==> src/rtl/core/crcdf_pkg.sv <==
// crcdf_pkg: shared types, constants and the crc-32 byte step for the frame deframer
// no dependencies
`default_nettype none

package crcdf_pkg;

  localparam int unsigned LEN_W     = 25;
  localparam int unsigned POS_W     = 4;
  localparam int unsigned CRC_W     = 32;

  localparam logic [POS_W-1:0] HDR_BYTES    = 4'd12;
  localparam logic [POS_W-1:0] POS_MAGIC    = 4'd3;
  localparam logic [POS_W-1:0] POS_CRC      = 4'd7;
  localparam logic [POS_W-1:0] POS_LENGTH   = 4'd11;
  localparam logic [POS_W-1:0] POS_CRC_FROM = 4'd8;

  localparam logic [31:0]      MIN_PAYLOAD  = 32'd6;
  localparam logic [CRC_W-1:0] CRC_POLY     = 32'hEDB8_8320;
  localparam logic [CRC_W-1:0] CRC_INIT     = 32'hFFFF_FFFF;
  localparam logic [LEN_W-1:0] MAX_LEN_RST  = 25'd65536;

  // configuration register indexes
  localparam logic REG_FRAME_MAGIC = 1'b0;
  localparam logic REG_MAX_LEN     = 1'b1;

  typedef enum logic [1:0] {
    ST_OK        = 2'd0,
    ST_BAD_MAGIC = 2'd1,
    ST_BAD_LEN   = 2'd2,
    ST_BAD_CRC   = 2'd3
  } frame_status_t;

  // one result of the frame logic
  typedef struct packed {
    logic          has_result;
    logic          payload_valid;
    logic [7:0]    payload_byte;
    logic          last_of_frame;
    frame_status_t frame_status;
  } result_t;

  // reflected crc-32, one byte, lsb first
  function automatic logic [CRC_W-1:0] crc32_byte(input logic [CRC_W-1:0] crc,
                                                  input logic [7:0]       b);
    logic [CRC_W-1:0] c;
    c = crc ^ {24'd0, b};
    for (int i = 0; i < 8; i++) begin
      if (c[0]) begin
        c = (c >> 1) ^ CRC_POLY;
      end else begin
        c = c >> 1;
      end
    end
    return c;
  endfunction

endpackage

`default_nettype wire

==> src/rtl/core/crc32_frame_deframer.sv <==
// crc32_frame_deframer: length-prefixed frame deframer with crc-32 check
// top level; uses crcdf_pkg, crcdf_in_stage, crcdf_frame and crcdf_out_stage
//
// in_*  : received byte stream, one byte per item.
// out_* : one item per payload byte (cut-through) and one per error report.
//         out_tlast marks the last payload byte of a frame, which carries
//         the crc verdict in the frame status.
// cfg_* : register writes (0 frame magic, 1 max payload length) at any edge
//         with cfg_we high, unenforced: write only while the block is idle.
// Each frame is a 12-byte header (magic, stored crc, length, little endian)
// then the payload. Header bytes give no item unless a check fails there.
// The input register loads at the input accept edge and the result register
// at the edge where that byte advances, once the result register has room.
// Throughput: 1 byte per cycle while the receiver does not stall, set by the
// single crc byte step between the two registers.
// A stalled receiver fills the result register; the input register then
// holds one more byte and in_tready drops until out_tready returns.
// After the first error item the block drops every byte until reset.
// Reset (rst_n low, synchronous) empties both registers, sets the magic to
// 0, the max length to 65536 and restarts header parsing.
`default_nettype none

module crc32_frame_deframer (
  input  wire logic        clk,
  input  wire logic        rst_n,
  input  wire logic        in_tvalid,
  output logic             in_tready,
  input  wire logic [7:0]  in_tdata,   // [7:0] data_byte
  output logic             out_tvalid,
  input  wire logic        out_tready,
  output logic [7:0]       out_tdata,  // [7:0] payload_byte
  output logic             out_tlast,
  output logic [2:0]       out_tuser,  // [0] payload_valid, [2:1] frame_status
  input  wire logic        cfg_we,
  input  wire logic        cfg_index,
  input  wire logic [31:0] cfg_wdata
);

  import crcdf_pkg::*;

  logic       byte_valid;
  logic [7:0] byte_data;
  logic       space;
  logic       advance;
  result_t    result;

  assign advance = byte_valid && space;

  crcdf_in_stage u_in (
    .clk        (clk),
    .rst_n      (rst_n),
    .in_tvalid  (in_tvalid),
    .in_tready  (in_tready),
    .in_tdata   (in_tdata),
    .advance    (advance),
    .byte_valid (byte_valid),
    .byte_data  (byte_data)
  );

  crcdf_frame u_frame (
    .clk       (clk),
    .rst_n     (rst_n),
    .cfg_we    (cfg_we),
    .cfg_index (cfg_index),
    .cfg_wdata (cfg_wdata),
    .step      (advance),
    .data_byte (byte_data),
    .result    (result)
  );

  crcdf_out_stage u_out (
    .clk        (clk),
    .rst_n      (rst_n),
    .load       (advance && result.has_result),
    .result     (result),
    .space      (space),
    .out_tvalid (out_tvalid),
    .out_tready (out_tready),
    .out_tdata  (out_tdata),
    .out_tlast  (out_tlast),
    .out_tuser  (out_tuser)
  );

endmodule

`default_nettype wire

==> src/rtl/core/crcdf_in_stage.sv <==
// crcdf_in_stage: input register for the received byte stream
// depends on nothing but the clock and the downstream advance strobe
`default_nettype none

module crcdf_in_stage (
  input  wire logic       clk,
  input  wire logic       rst_n,
  input  wire logic       in_tvalid,
  output logic            in_tready,
  input  wire logic [7:0] in_tdata,
  input  wire logic       advance,
  output logic            byte_valid,
  output logic [7:0]      byte_data
);

  logic       valid_r, valid_nxt;
  logic [7:0] data_r;

  // free when empty or when the held byte moves on this cycle
  assign in_tready = !valid_r || advance;

  always_comb begin
    valid_nxt = valid_r;
    if (in_tready) begin
      valid_nxt = in_tvalid;
    end
  end

  always_ff @(posedge clk) begin
    if (!rst_n) begin
      valid_r <= 1'b0;
    end else begin
      valid_r <= valid_nxt;
    end
  end

  always_ff @(posedge clk) begin
    if (in_tvalid && in_tready) begin
      data_r <= in_tdata;
    end
  end

  assign byte_valid = valid_r;
  assign byte_data  = data_r;

endmodule

`default_nettype wire

==> src/rtl/core/crcdf_frame.sv <==
// crcdf_frame: header parsing, length and magic checks, crc-32 and halt state
// depends on crcdf_pkg
`default_nettype none

module crcdf_frame (
  input  wire logic                    clk,
  input  wire logic                    rst_n,
  input  wire logic                    cfg_we,
  input  wire logic                    cfg_index,
  input  wire logic [31:0]             cfg_wdata,
  input  wire logic                    step,
  input  wire logic [7:0]              data_byte,
  output crcdf_pkg::result_t           result
);

  import crcdf_pkg::*;

  logic [31:0]      magic_r;
  logic [LEN_W-1:0] max_len_r;

  logic [POS_W-1:0] pos_r, pos_nxt;
  logic [31:0]      shift_r, shift_nxt;
  logic [CRC_W-1:0] stored_r, stored_nxt;
  logic [CRC_W-1:0] crc_r, crc_nxt;
  logic [LEN_W-1:0] len_r, len_nxt;
  logic             halted_r, halted_nxt;

  logic [31:0]      shifted;
  logic [CRC_W-1:0] crc_step;
  logic [LEN_W-1:0] len_dec;
  logic             crc_ok;

  always_ff @(posedge clk) begin
    if (!rst_n) begin
      magic_r   <= '0;
      max_len_r <= MAX_LEN_RST;
    end else if (cfg_we) begin
      unique case (cfg_index)
        REG_FRAME_MAGIC: magic_r   <= cfg_wdata;
        REG_MAX_LEN:     max_len_r <= cfg_wdata[LEN_W-1:0];
        default:         ;
      endcase
    end
  end

  assign shifted  = {data_byte, shift_r[31:8]};
  assign crc_step = crc32_byte(crc_r, data_byte);
  assign len_dec  = len_r - LEN_W'(1);
  assign crc_ok   = (~crc_step) == stored_r;

  always_comb begin
    pos_nxt    = pos_r;
    shift_nxt  = shift_r;
    stored_nxt = stored_r;
    crc_nxt    = crc_r;
    len_nxt    = len_r;
    halted_nxt = halted_r;
    result     = '{has_result: 1'b0, payload_valid: 1'b0, payload_byte: 8'd0,
                   last_of_frame: 1'b0, frame_status: ST_OK};

    if (step && !halted_r) begin
      if (pos_r != HDR_BYTES) begin
        shift_nxt = shifted;
        pos_nxt   = pos_r + POS_W'(1);
        if (pos_r >= POS_CRC_FROM) begin
          crc_nxt = crc_step;
        end
        if (pos_r == POS_MAGIC) begin
          if (shifted != magic_r) begin
            result.has_result   = 1'b1;
            result.frame_status = ST_BAD_MAGIC;
            halted_nxt          = 1'b1;
          end
        end else if (pos_r == POS_CRC) begin
          stored_nxt = shifted;
        end else if (pos_r == POS_LENGTH) begin
          if (shifted < MIN_PAYLOAD || shifted > {7'd0, max_len_r}) begin
            result.has_result   = 1'b1;
            result.frame_status = ST_BAD_LEN;
            halted_nxt          = 1'b1;
          end
          len_nxt = shifted[LEN_W-1:0];
        end
      end else begin
        result.has_result    = 1'b1;
        result.payload_valid = 1'b1;
        result.payload_byte  = data_byte;
        crc_nxt              = crc_step;
        len_nxt              = len_dec;
        if (len_dec == '0) begin
          result.last_of_frame = 1'b1;
          result.frame_status  = crc_ok ? ST_OK : ST_BAD_CRC;
          halted_nxt           = !crc_ok;
          // back to the start of the next frame
          pos_nxt    = '0;
          shift_nxt  = '0;
          stored_nxt = '0;
          crc_nxt    = CRC_INIT;
          len_nxt    = '0;
        end
      end
    end
  end

  always_ff @(posedge clk) begin
    if (!rst_n) begin
      pos_r    <= '0;
      shift_r  <= '0;
      stored_r <= '0;
      crc_r    <= CRC_INIT;
      len_r    <= '0;
      halted_r <= 1'b0;
    end else begin
      pos_r    <= pos_nxt;
      shift_r  <= shift_nxt;
      stored_r <= stored_nxt;
      crc_r    <= crc_nxt;
      len_r    <= len_nxt;
      halted_r <= halted_nxt;
    end
  end

endmodule

`default_nettype wire

==> src/rtl/core/crcdf_out_stage.sv <==
// crcdf_out_stage: result register on the output stream
// depends on crcdf_pkg
`default_nettype none

module crcdf_out_stage (
  input  wire logic               clk,
  input  wire logic               rst_n,
  input  wire logic               load,
  input  wire crcdf_pkg::result_t result,
  output logic                    space,
  output logic                    out_tvalid,
  input  wire logic               out_tready,
  output logic [7:0]              out_tdata,
  output logic                    out_tlast,
  output logic [2:0]              out_tuser
);

  import crcdf_pkg::*;

  logic    valid_r, valid_nxt;
  result_t res_r;

  assign space = !valid_r || out_tready;

  always_comb begin
    valid_nxt = valid_r;
    if (space) begin
      valid_nxt = load;
    end
  end

  always_ff @(posedge clk) begin
    if (!rst_n) begin
      valid_r <= 1'b0;
    end else begin
      valid_r <= valid_nxt;
    end
  end

  always_ff @(posedge clk) begin
    if (load && space) begin
      res_r <= result;
    end
  end

  assign out_tvalid = valid_r;
  assign out_tdata  = res_r.payload_byte;
  assign out_tlast  = res_r.last_of_frame;
  assign out_tuser  = {res_r.frame_status, res_r.payload_valid};

endmodule

`default_nettype wire

==> config.mk <==
export PLATFORM = sky130hd
export DESIGN_NAME = crc32_frame_deframer
export DESIGN_NICKNAME = d
export VERILOG_FILES = /design/src/rtl/core/crcdf_pkg.sv /design/src/rtl/core/crc32_frame_deframer.sv /design/src/rtl/core/crcdf_in_stage.sv /design/src/rtl/core/crcdf_frame.sv /design/src/rtl/core/crcdf_out_stage.sv
export SDC_FILE = /design/constraint.sdc
export NUM_CORES = 1
export LEC_CHECK = 0
export BUFFER_PORTS_ARGS = -buffer_cell sky130_fd_sc_hd__buf_4
export CORE_UTILIZATION = 26
export DETAILED_ROUTE_END_ITERATION = 6
export PLACE_DENSITY = 0.43
export SYNTH_ARGS = -nofsm -noshare
export SYNTH_HDL_FRONTEND = slang
export SYNTH_SLANG_ARGS = --single-unit
==> constraint.sdc <==
create_clock -name clk -period 4.6 [get_ports clk]
set_input_delay 1.15 -clock clk [delete_from_list [all_inputs] [get_ports clk]]
set_output_delay 1.15 -clock clk [all_outputs]
set_load 0.02 [all_outputs]
After elaboration in Yosys (flattened, before gate mapping)
Index checks and enable logic that the tools add are counted.
{"block": "totals", "regBits": 205, "in_bits": 46, "output_inout_bits": 14, "elab_cells": 115}
{"block": "classes", "add_sub_neg": 2, "order_cmp": 3, "n_eq_ne": 15, "muxes": 46, "n_bitwise": 12, "n_reduce_logical": 22}
{"cell": "$mux W32", "count": 16}
{"cell": "$mux W25", "count": 5}
{"cell": "$not A13 Y14", "count": 8}
{"cell": "$eq A32 B32 Y1", "count": 1}
{"cell": "$gt A32 B25 Y1", "count": 1}
{"cell": "$lt A32 B3 Y1 const B", "count": 1}
{"cell": "$ne A32 B32 Y1", "count": 1}
{"cell": "$not A32 Y32", "count": 1}
{"cell": "$xor A32 B8 Y32", "count": 1}
{"cell": "$logic_not A25 Y1", "count": 1}
{"cell": "$sub A25 B1 Y25 const B", "count": 1}
{"cell": "$mux W1", "count": 14}
{"cell": "$mux W13", "count": 1}
{"cell": "$mux W2", "count": 6}
{"cell": "$ne A3 B3 Y1 const B", "count": 4}
{"cell": "$mux W10", "count": 1}
{"cell": "$ne A2 B2 Y1 const B", "count": 5}
{"cell": "$mux W4", "count": 2}
{"cell": "$reduce_and A2 Y1", "count": 4}
{"cell": "$reduce_and A4 Y1", "count": 2}
{"cell": "$reduce_and A6 Y1", "count": 1}
{"cell": "$logic_and A1 B1 Y1", "count": 5}
{"cell": "$add A4 B1 Y4 const B", "count": 1}
{"cell": "$eq A4 B2 Y1 const B", "count": 1}
{"cell": "other kinds (10)", "count": 16}

Logic depth before layout (Yosys ltp)
Gate-level depths: netlist of the first run.
{"block": "logic_depth", "word_depth": 25, "mapped_depth": 13, "ltp_nobuf": 10}

Modules after synthesis
From an unflattened synthesis of the first run, not the netlist that was laid out.
{"block": "unflattened", "hier_cells": 1308, "area_unflattened_um2": 11198.2}
{"mod": "crcdf_frame", "instances": 1, "cells_each": 1276, "area_per_inst_um2": 10470.0, "seq_area_each_um2": 3503.4}
{"mod": "crcdf_out_stage", "instances": 1, "cells_each": 17, "area_per_inst_um2": 417.9, "seq_area_each_um2": 380.4}
{"mod": "crcdf_in_stage", "instances": 1, "cells_each": 13, "area_per_inst_um2": 297.8, "seq_area_each_um2": 260.2}
{"mod": "crc32_frame_deframer", "instances": 1, "cells_each": 2, "area_per_inst_um2": 12.5, "seq_area_each_um2": 0.0}

Worst setup path after synthesis of the first run
No wires, ideal clock.
{"block": "synth_path", "path_type": "register -> register", "startpoint": "register u_in.data_r[0], in the netlist u_in.byte_data[0]", "endpoint": "register u_out.res_r, in the netlist u_out.out_tuser[2] (data pin)", "setup_ps": 260, "arrival_time_ps": 2998, "required_time_ps": 4340, "setup_slack_ps": 1342, "path_stages_with_launch": 10, "path_buffers": 1, "synth_period_minus_slack_ps": 3258, "cell_sequence": "edfxtp_1 > buf_2 > xor2_1 > xnor3_2 > xnor2_2 > or3_1 > a221o_1 > or4_4 > o311ai_4 > nand2_1"}
{"block": "synth_between", "elab_chain_len": 19, "elab_cells_between_ends": 28, "cone_classes": "2 x order compare; 1 x eq/ne; 15 x mux; 9 x bitwise; 1 x reduce/logical"}
{"element": "from (decl)", "line_no": "crcdf_in_stage.sv:17", "text": "logic [7:0] data_r;"}
{"element": "from (signal assigned)", "line_no": "crcdf_in_stage.sv:39", "text": "data_r <= in_tdata;"}
{"element": "$xor A32 B8 Y32", "line_no": "crcdf_pkg.sv:46", "text": "c = crc ^ {24'd0, b};"}
{"element": "$mux W32", "line_no": "crcdf_pkg.sv:48", "text": "if (c[0]) begin"}
{"element": "$mux W32 / $not A13 Y14 (equally long branches)"}
{"element": "$not A13 Y14 (no source line) / $mux W32 (equally long branches)"}
{"element": "$mux W32 / $not A13 Y14 (equally long branches)"}
{"element": "$not A13 Y14 (no source line) / $mux W32 (equally long branches)"}
{"element": "$mux W32", "line_no": "crcdf_pkg.sv:48"}
{"element": "$mux W32 / $not A13 Y14 (equally long branches)"}
{"element": "(+3 left out)"}
{"element": "$mux W32", "line_no": "crcdf_pkg.sv:48"}
{"element": "$not A13 Y14 (no source line)"}
{"element": "$mux W32", "line_no": "crcdf_pkg.sv:48"}
{"element": "$not A32 Y32", "line_no": "crcdf_frame.sv:49", "text": "assign crc_ok = (~crc_step) == stored_r;"}
{"element": "$eq A32 B32 Y1", "line_no": "crcdf_frame.sv:49"}
{"element": "$mux W2", "line_no": "crcdf_frame.sv:92", "text": "result.frame_status = crc_ok ? ST_OK : ST_BAD_CRC;"}
{"element": "$mux W3", "line_no": "crcdf_frame.sv:90", "text": "if (len_dec == '0) begin"}
{"element": "$mux W2 *", "line_no": "crcdf_frame.sv:62", "text": "if (pos_r != HDR_BYTES) begin"}
{"element": "to (signal assigned)", "line_no": "crcdf_out_stage.sv:42", "text": "res_r <= result;"}
{"element": "to (decl)", "line_no": "crcdf_out_stage.sv:21", "text": "result_t res_r;"}
Mark *: on every way between the ends. The rest lies on a longest branch, timed or not.
A chain may end at the register's enable or synchronous reset.

Worst setup path after layout of the first run
{"block": "layout_path", "startpoint": "register u_frame.len_r[1]", "endpoint": "register u_frame.pos_r[3]"}
{"block": "layout_between", "elab_chain_len": 4}
{"element": "from (decl)", "line_no": "crcdf_frame.sv:25", "text": "logic [LEN_W-1:0] len_r, len_nxt;"}
{"element": "from (signal assigned)", "line_no": "crcdf_frame.sv:118", "text": "len_r <= len_nxt;"}
{"element": "$sub A25 B1 Y25", "line_no": "crcdf_frame.sv:48", "text": "assign len_dec = len_r - LEN_W'(1);"}
{"element": "$logic_not A25 Y1", "line_no": "crcdf_frame.sv:90"}
{"element": "$reduce_bool A2 Y1 (no source line)"}
{"element": "$reduce_and A2 Y1 (no source line)"}
{"element": "to (signal assigned)", "line_no": "crcdf_frame.sv:114", "text": "pos_r <= pos_nxt;"}
{"element": "to (decl)", "line_no": "crcdf_frame.sv:21", "text": "logic [POS_W-1:0] pos_r, pos_nxt;"}
No other way between the ends.

==> summary.md, run 1 <==
| Metric | Value |
|---|---|
| Number of diodes | 0 |
| PwrDens | 336 nW/um^2 |
| Syn Std Cell Area | 10700 um^2 |
| Status | finished clean |
| DP Wirelength | 25200 um |
| Vias per cell | 5.00 |
| Fin crit share | 82.8% |
| CTS sink count | 197 |
| Post-Place Worst Slack | 0.883 ns |
| Syn. warnings | 0 |
| Fin util | 30.9% |
| Crit. path cell count | 10 |
| CTS tree | built |
| R2r worst-path depth | 10 |
| DR DRC count | 0 |
| Chip Height | 205 um |
| CTS Buf Count | 17 |
| Final setup viols | 0 |
| Unrepaired setup endpoints after global routing | false |
| Worst-path clk slew | about 0.070 ns |
| Nets | approximately 1400 |
| Initial antenna violation count | 0 |
| Syn Nets | 1354 |
| Synth top area share | around a third |
| Later-pin clock latency in the skew report | roughly 0.45 ns |
| Origin of the worst setup path | u_frame.len_r[1] |
| Synth top area cells | dfxtp_1, xnor2_1, nand2_1 |
| Post-CTS sizing | 0 |
| Worst slew pin tran | around 1.1 ns |
| # rows | 73 |
| Worst path required time | between 4 and 5 ns |
| Detailed Routing Iterations Pass 1 | 6 |
| Global-route wire length before repair | ~55000 um |
| NetSw | 1.08 mW |
| Seq pwr share | between 40% and 50% |
| Critical Path End | u_frame.pos_r[3] |
| Clock Skew | ~0.011 ns |
| Die W | 205 um |
| Delay-heaviest family, CP | simple AND/OR/NAND/NOR gates |
| Biggest area consumer among synthesized cells | dfxtp_1 |
| Vias | about 9000 |
| WP data arrival | between 4 and 5 ns |
| Critical path launch point type | flop |
| CP max stage cell | or4_1 |
| Final Hold Viols | 0 |
| Mean post-synth cell area | between 8 and 9 um^2 |
| Max-Cap Viols | 0 |
| Top_reg_cell synth | dfxtp_1 |
| Initial core utilization | a little over a quarter |
| Worst reg2reg endpoint | u_frame.pos_r[3] |
| Placer Congestion | ~0.85 |
| WL per Instance | approximately 20 um |
| Relative slew slack | 29.3% |
| Maximum vdd ir drop | 0.000179 V |
| Post-CTS Hold Buffers | 0 |
| Detailed router's first-iteration violation count | 791 |
| Hold crit path type | reg2reg |
| GRT overflow | 0 |
| Layout area overhead | 15.8% |
| Hold_sp | u_frame.max_len_r[12] |
| Commonest non-fill, non-tap cell in the layout | nand2_1 |
| Placed cell count | 1804 |
| Post-Route WL | 35700 um |
| Final instance area | between 10000 and 15000 um^2 |
| Max Root-Sink Buffers | 2 |
| Top cell by count, worst path | or4_1 |
| Vias in the first global route | between 8000 and 9000 |
| CTS HTree Levels | 4 |
| Post-synth EDFFs | 20 |
| Clock power frac | a little over two fifths |
| Routed Antenna Nets | 0 |
| Critical path, cell by cell | inv_1 > ha_1 > nor4b_1 > nand4_1 > or4_1 > a32oi_1 > a21oi_2 > buf_12 > or4_1 > a211oi_1 |
| Setup TNS | 0 ns |
| Asr flop ratio synth | 0% |
| R2r setup slk | 0.79 ns |
| FMAX | 263 MHz |
| Hold slack | between 0.4 and 0.5 ns |
| CP peak stage delay | roughly 0.64 ns |
| Core box area | ~40000 um^2 |
| Final Power | about 4.2 mW |
| Worst Path Buf+Inv | 2 |
| Root Buffer | clkbuf_16 |
| Gate power share | approximately 14% |
| Worst-path maximum fanout | 36 |
| Port buffer count | just under 60 |
| Yosys cell types | 68 |
| RR Startpoint | u_frame.len_r[1] |
| Leakage | about 4.4 nW |
| Die area | approximately 42000 um^2 |
| Critical Path End Type | flop |
| Layout cells sized above 1 | a little under an eighth |
| Min Clock Period, post-route | 3.81 ns |
| Critical path class | reg2reg |
| Setup ws final | between 0.7 and 0.8 ns |
| Final Slew Violations | 0 |
| Yosys reg bits | between 150 and 200 |
| Commonest non-fill, non-tap cells in the layout | nand2_1, dfxtp_1, a21oi_1 |
| Sw Ratio | 26.0% |
| Register area share after synthesis | 38.8% |
| Tot GR Track Use | between 15 and 20% |
| Postcts setup bufs | 0 |
| Post-Syn Instances | roughly 1300 |
| Fill cell count | around 4200 |
| Int Pwr | roughly 3.1 mW |
| Largest net degree at the start of global routing | 65 |
| Ports | 60 |
| Placed Area | about 12000 um^2 |
| Non-filler cells, final | around 1800 |
==> per-layer routing <==
| layer | global-route usage [%] | vias up | share of wire [%] |
|---|---|---|---|
| met4 | 4.69 | 0 | 1.6 |
| met2 | 27.6 | 218 | 47 |
| met3 | 2.26 | 27 | 3.4 |
| li1 | - | 4524 | - |
| met1 | 24.6 | 4404 | 48 |
| met5 | 0 | - | 0 |
==> worst register-to-register path, stage by stage (launching register included) <==
cell and delay [ns]:
dfxtp_1 0.34, inv_1 0.11, ha_1 0.36, nor4b_1 0.29, nand4_1 0.40, or4_1 0.64, a32oi_1 0.37, a21oi_2 0.26
buf_12 0.25, or4_1 0.48, a211oi_1 0.23
==> kinds of logic after synthesis <==
| kind of cell | Yosys count | share of synthesized area [%] |
|---|---|---|
| buffers and inverters | 125 | 4.64 |
| DFF | 197 | 38.8 |
| AOI/OAI and AO/OA | 307 | 16.6 |
| and+or+nand+nor | 484 | 21.8 |
| adders and majority gates | 29 | 3.40 |
| xor gates and xnor gates | 137 | 14.8 |
==> worst min path at each step <==
stage	endpoint	slack, ns	depth (start not counted)
after floorplan	u_frame.max_len_r[10]	0.44	2
after global placement	u_frame.max_len_r[13]	0.44	2
after detailed placement	u_frame.max_len_r[22]	0.45	2
final	u_frame.max_len_r[12]	0.46	2
after CTS	u_frame.max_len_r[22]	0.46	2
after global routing	u_frame.max_len_r[10]	0.48	2
==> cells in the mapped netlist, types with 3 or more instances <==
cell and instances:
nor3b_1 3, dfxtp_1 177, nand3_1 30, o21a_1 4
nor3_1 52, buf_2 7, xor3_1 3, xnor3_1 7
xnor2_2 5, nor4_1 13, a221oi_1 3, clkbuf_1 74
buf_1 3, nand2b_1 7, and3_1 12, a221o_1 4
a22oi_1 4, xnor2_4 8, a21oi_1 124, xnor2_1 86
ha_1 29, or4_1 5, a31oi_1 8, nor2b_1 6
o2111ai_1 3, nand4_1 49, a32o_1 7, o211ai_1 3
xor2_1 24, nor4b_1 3, a211oi_1 11, or3_1 8
a21o_1 6, nor2_1 70, o21ai_0 108, o31ai_1 3
o22ai_1 4, and2_1 14, nor3_2 3, edfxtp_1 20
nand2_1 197, inv_1 36
==> layout make-up <==
class	count	area, um^2	area share [%]
clock buffers	21	462	3.73
repair buffers	88	686	5.54
well taps	525	657	5.31
flip-flops and latches	197	4140	33.5
inverters	37	140	1.13
clock inverters	11	216	1.75
multi-input cells	957	6070	49.0
==> sequential cells by signal, summed over array words and instances (netlist names) <==
register,cells
u_frame.magic_r,32
u_frame.len_r,25
u_frame.halted_r,1
u_in.byte_data,8
u_in.byte_valid,1
u_frame.stored_r,32
u_frame.crc_r,32
u_out.out_tlast,1
u_out.out_tvalid,1
u_frame.max_len_r,25
u_out.out_tdata,8
u_out.out_tuser,3
u_frame.pos_r,4
u_frame.shift_r,24
==> power by group through the flow <==
stage / Sequential [mW] / Combinational, mW / Clock [mW]
after global routing: 1.82 / 0.626 / 1.87
after global placement: 1.85 / 0.580 / 0
after floorplan: 1.83 / 0.408 / 0
final: 1.81 / 0.577 / 1.76
after CTS: 1.81 / 0.579 / 1.80
after detailed placement: 1.85 / 0.576 / 0
(Power assumes the default switching activity.)
==> inputs of run 2 (changes only) <==
- ABC_AREA: default -> 1
- PLACE_DENSITY: 0.43 -> 0.42
- clock period: 4.6 -> 3.98 ns (I/O delays scaled with it)
==> summary.md, run 2 <==
| Metric | Value |
|---|---|
| Status | finished clean |
| Later-pin clock latency in the skew report | 0.50 ns (+0.05 ns) |
| Clock power frac | 40.0% (-2.5 points) |
| Port buffer count | 59 (unchanged) |
| Post-Place Worst Slack | 0.547 ns (-0.336 ns) |
| Worst-path maximum fanout | 12 (-67%) |
| Synth top area share | 30.3% (-2.8 points) |
| Sw Ratio | 29.2% (+3.2 points) |
| DR DRC count | 0 (unchanged) |
| Yosys reg bits | 197 (unchanged) |
| Die W | 214 um (+4.5%) |
| Synth top cells by count | nand2_1, dfxtp_1, inv_1 |
| Top_reg_cell synth | dfxtp_1 |
| PwrDens | 337 nW/um^2 (+0.56%) |
| Commonest non-fill, non-tap cells in the layout | nand2_1, dfxtp_1, inv_1 |
| Synth top area cells | dfxtp_1, nand2_1, a21oi_1 |
| Post-Syn Instances | 1820 (+42%) |
| Unrepaired setup endpoints after global routing | false |
| DP Wirelength | 32200 um (+28%) |
| Die area | 45800 um^2 (+9.3%) |
| Detailed router's first-iteration violation count | 728 (-8.0%) |
| # rows | 77 (+5.5%) |
| Final Hold Viols | 0 (unchanged) |
| Seq pwr share | 46.8% (+3.2 points) |
| Maximum vdd ir drop | 0.000347 V (+94%) |
| Placer Congestion | 0.931 (+10%) |
| Most frequent cell after synthesis | nand2_1 |
| Non-filler cells, final | 2447 (+33%) |
| Clock Skew | 0.0169 ns (+0.00630 ns) |
| Initial core utilization | 26.4% (-0.28 points) |
| NetSw | 1.31 mW (+21%) |
| Syn Std Cell Area | 11700 um^2 (+9.4%) |
| Relative slew slack | 41.6% (+12 points) |
| Vias per cell | 4.73 (-5.2%) |
| Vias in the first global route | 11099 (+28%) |
| Worst slew pin tran | 0.874 ns (-0.186 ns) |
| Post-CTS sizing | 0 (unchanged) |
| Final Slew Violations | 0 (unchanged) |
| Detailed Routing Iterations Pass 1 | 5 (-1) |
| Layout area overhead | 13.5% |
| Post-Route WL | 42600 um (+19%) |
| Tot GR Track Use | 18.9% (+1.5 points) |
| Global-route wire length before repair | 65600 um (+19%) |
| Initial antenna violation count | 0 (unchanged) |
| Post-synth EDFFs | 20 (unchanged) |
| CTS HTree Levels | 4 (unchanged) |
| Min Clock Period, post-route | 3.52 ns (-0.282 ns) |
| Core box area | 44300 um^2 (+11%) |
| Asr flop ratio synth | 0% (unchanged) |
| Final setup viols | 0 (unchanged) |
| CTS Buf Count | 17 (unchanged) |
| Leakage | 6.09 nW (+38%) |
| Nets | 1917 (+40%) |
| Critical path class | reg2reg |
| Routed Antenna Nets | 0 (unchanged) |
| Register area share after synthesis | 35.5% (-3.3 points) |
| Commonest non-fill, non-tap cell in the layout | nand2_1 |
| Setup ws final | 0.455 ns (-0.338 ns) |
| Vias | 11584 (+26%) |
| FMAX | 284 MHz (+8.0%) |
| Max-Cap Viols | 0 (unchanged) |
| Biggest area consumer among synthesized cells | dfxtp_1 |
| Hold crit path type | reg2reg |
| Max Root-Sink Buffers | 2 (unchanged) |
| Fill cell count | 5019 (+18%) |
| WP data arrival | 3.77 ns (-0.40 ns) |
| Gate power share | 13.3% (-0.6 points) |
| Top flop regs | u_frame.crc_r (32), u_frame.magic_r (32), u_frame.stored_r (32) |
| CTS sink count | 197 (unchanged) |
| Root Buffer | clkbuf_16 |
| Post-CTS Hold Buffers | 0 (unchanged) |
| Syn. warnings | 0 (unchanged) |
| Syn Nets | 1895 (+40%) |
| Worst-path clk slew | 0.07 ns (about the same) |
| Setup TNS | 0 ns (unchanged) |
| Ports | 60 (unchanged) |
| Placed cell count | 2415 (+34%) |
| Mean post-synth cell area | 6.42 um^2 (-23%) |
| Worst path required time | 4.23 ns (-0.74 ns) |
| Fin crit share | 88.6% (+5.8 points) |
| WL per Instance | 17.4 um (-10%) |
| Largest net degree at the start of global routing | 75 (+15%) |
| Int Pwr | 3.17 mW (+3.2%) |
| Yosys cell types | 40 (-41%) |
| Number of diodes | 0 (unchanged) |
| Critical path launch point type | flop |
| CTS tree | built |
| Fin util | 29.9% (-0.93 points) |
| Layout cells sized above 1 | 7.87% (-3.5 points) |
| GRT overflow | 0 (unchanged) |
| Postcts setup bufs | 0 (unchanged) |
| Chip Height | 214 um (+4.5%) |
| Critical Path End Type | flop |
[run 2: cell count changes in the layout (fill, tap and decap cells not counted), moves of 12 or more]
cell     before  now
a21oi_1     124  136
a31oi_1       8   22
and2_1       14    2
and3_1       12    0
inv_1        36  176
nand2_1     197  617
nand3_1      29  113
nor2_1       70  171
nor3_1       52   14
o21ai_0     108   84
o21ai_1       2   22
xnor2_1      86   21
xor2_1       24   37
[run 2: cell families (layout without fill, tap and decap cells)]
logic type                 after synthesis  in the layout  synth area share, %
DFF                                    197            197                 35.5
AOI/OAI and AO/OA                      274            274                 12.2
xor gates and xnor gates                59             59                 4.54
and+or+nand+nor                       1002           1002                 35.8
buffers and inverters                  259            294                 8.89
adders and majority gates               29             29                 3.10
[run 2: final timing paths]
path / startpoint / to / slack (ns) / depth (start not counted)
max: u_in.byte_data[1] / u_out.out_tuser[2] / 0.46 / 18
min: u_frame.max_len_r[14] / u_frame.max_len_r[14] / 0.46 / 2
max reg2reg: u_in.byte_data[1] / u_out.out_tuser[2] / 0.46 / 18
min reg2reg: u_frame.max_len_r[14] / u_frame.max_len_r[14] / 0.46 / 2
[run 2: layout make-up]
type | instances | area [um^2] | share of cell area (%)
Sequential cell | 197 | 4140 | 31.3
Tap cell | 592 | 741 | 5.59
Inverter | 184 | 691 | 5.21
Clock buffer | 17 | 425 | 3.21
Clock inverter | 15 | 151 | 1.14
Timing Repair Buffer | 78 | 586 | 4.42
Multi-Input combinational cell | 1364 | 6520 | 49.2
[run 2: layer usage]
metal  wire [um]  track usage, %  vias up
met5           0               0        -
met3        1860            3.16       58
met4        1230            7.72        0
met1       19300            24.2     5363
li1            -               -     5906
met2       20300            31.3      257
[run 2: critical path, cell delays in order (launching register included)]
cell	delay [ns]
edfxtp_1	0.58
inv_1	0.24
nand2_1	0.07
nand2_1	0.49
nand2_1	0.10
nand2_1	0.46
nand2_1	0.14
nand2_1	0.17
inv_1	0.11
nand2_1	0.11
nand2_1	0.11
nand2_1	0.08
nand2_1	0.05
nor2_1	0.08
nand2_1	0.05
nor2_1	0.09
nand3_1	0.13
nand2_1	0.13
a21oi_1	0.07
[run 2: stage by stage]
stage               power (mW)  cell area, um^2  hold slack (ns)
floorplan                 2.52            11700            0.433
global placement          2.73            12700            0.449
detailed placement        2.73            12700            0.452
CTS                       4.54            13300            0.463
global route              4.70            13300            0.498
finish                    4.47            13300            0.463
[run 2: power groups by stage]
| stage | combinational (mW) | clock (mW) | sequential (mW) |
|---|---|---|---|
| 6_report | 0.593 | 1.79 | 2.09 |
| 3_5_place_dp | 0.594 | 0 | 2.14 |
| 4_1_cts | 0.597 | 1.85 | 2.09 |
| 3_3_place_gp | 0.595 | 0 | 2.14 |
| 2_1_floorplan | 0.399 | 0 | 2.12 |
| 5_1_grt | 0.671 | 1.93 | 2.10 |
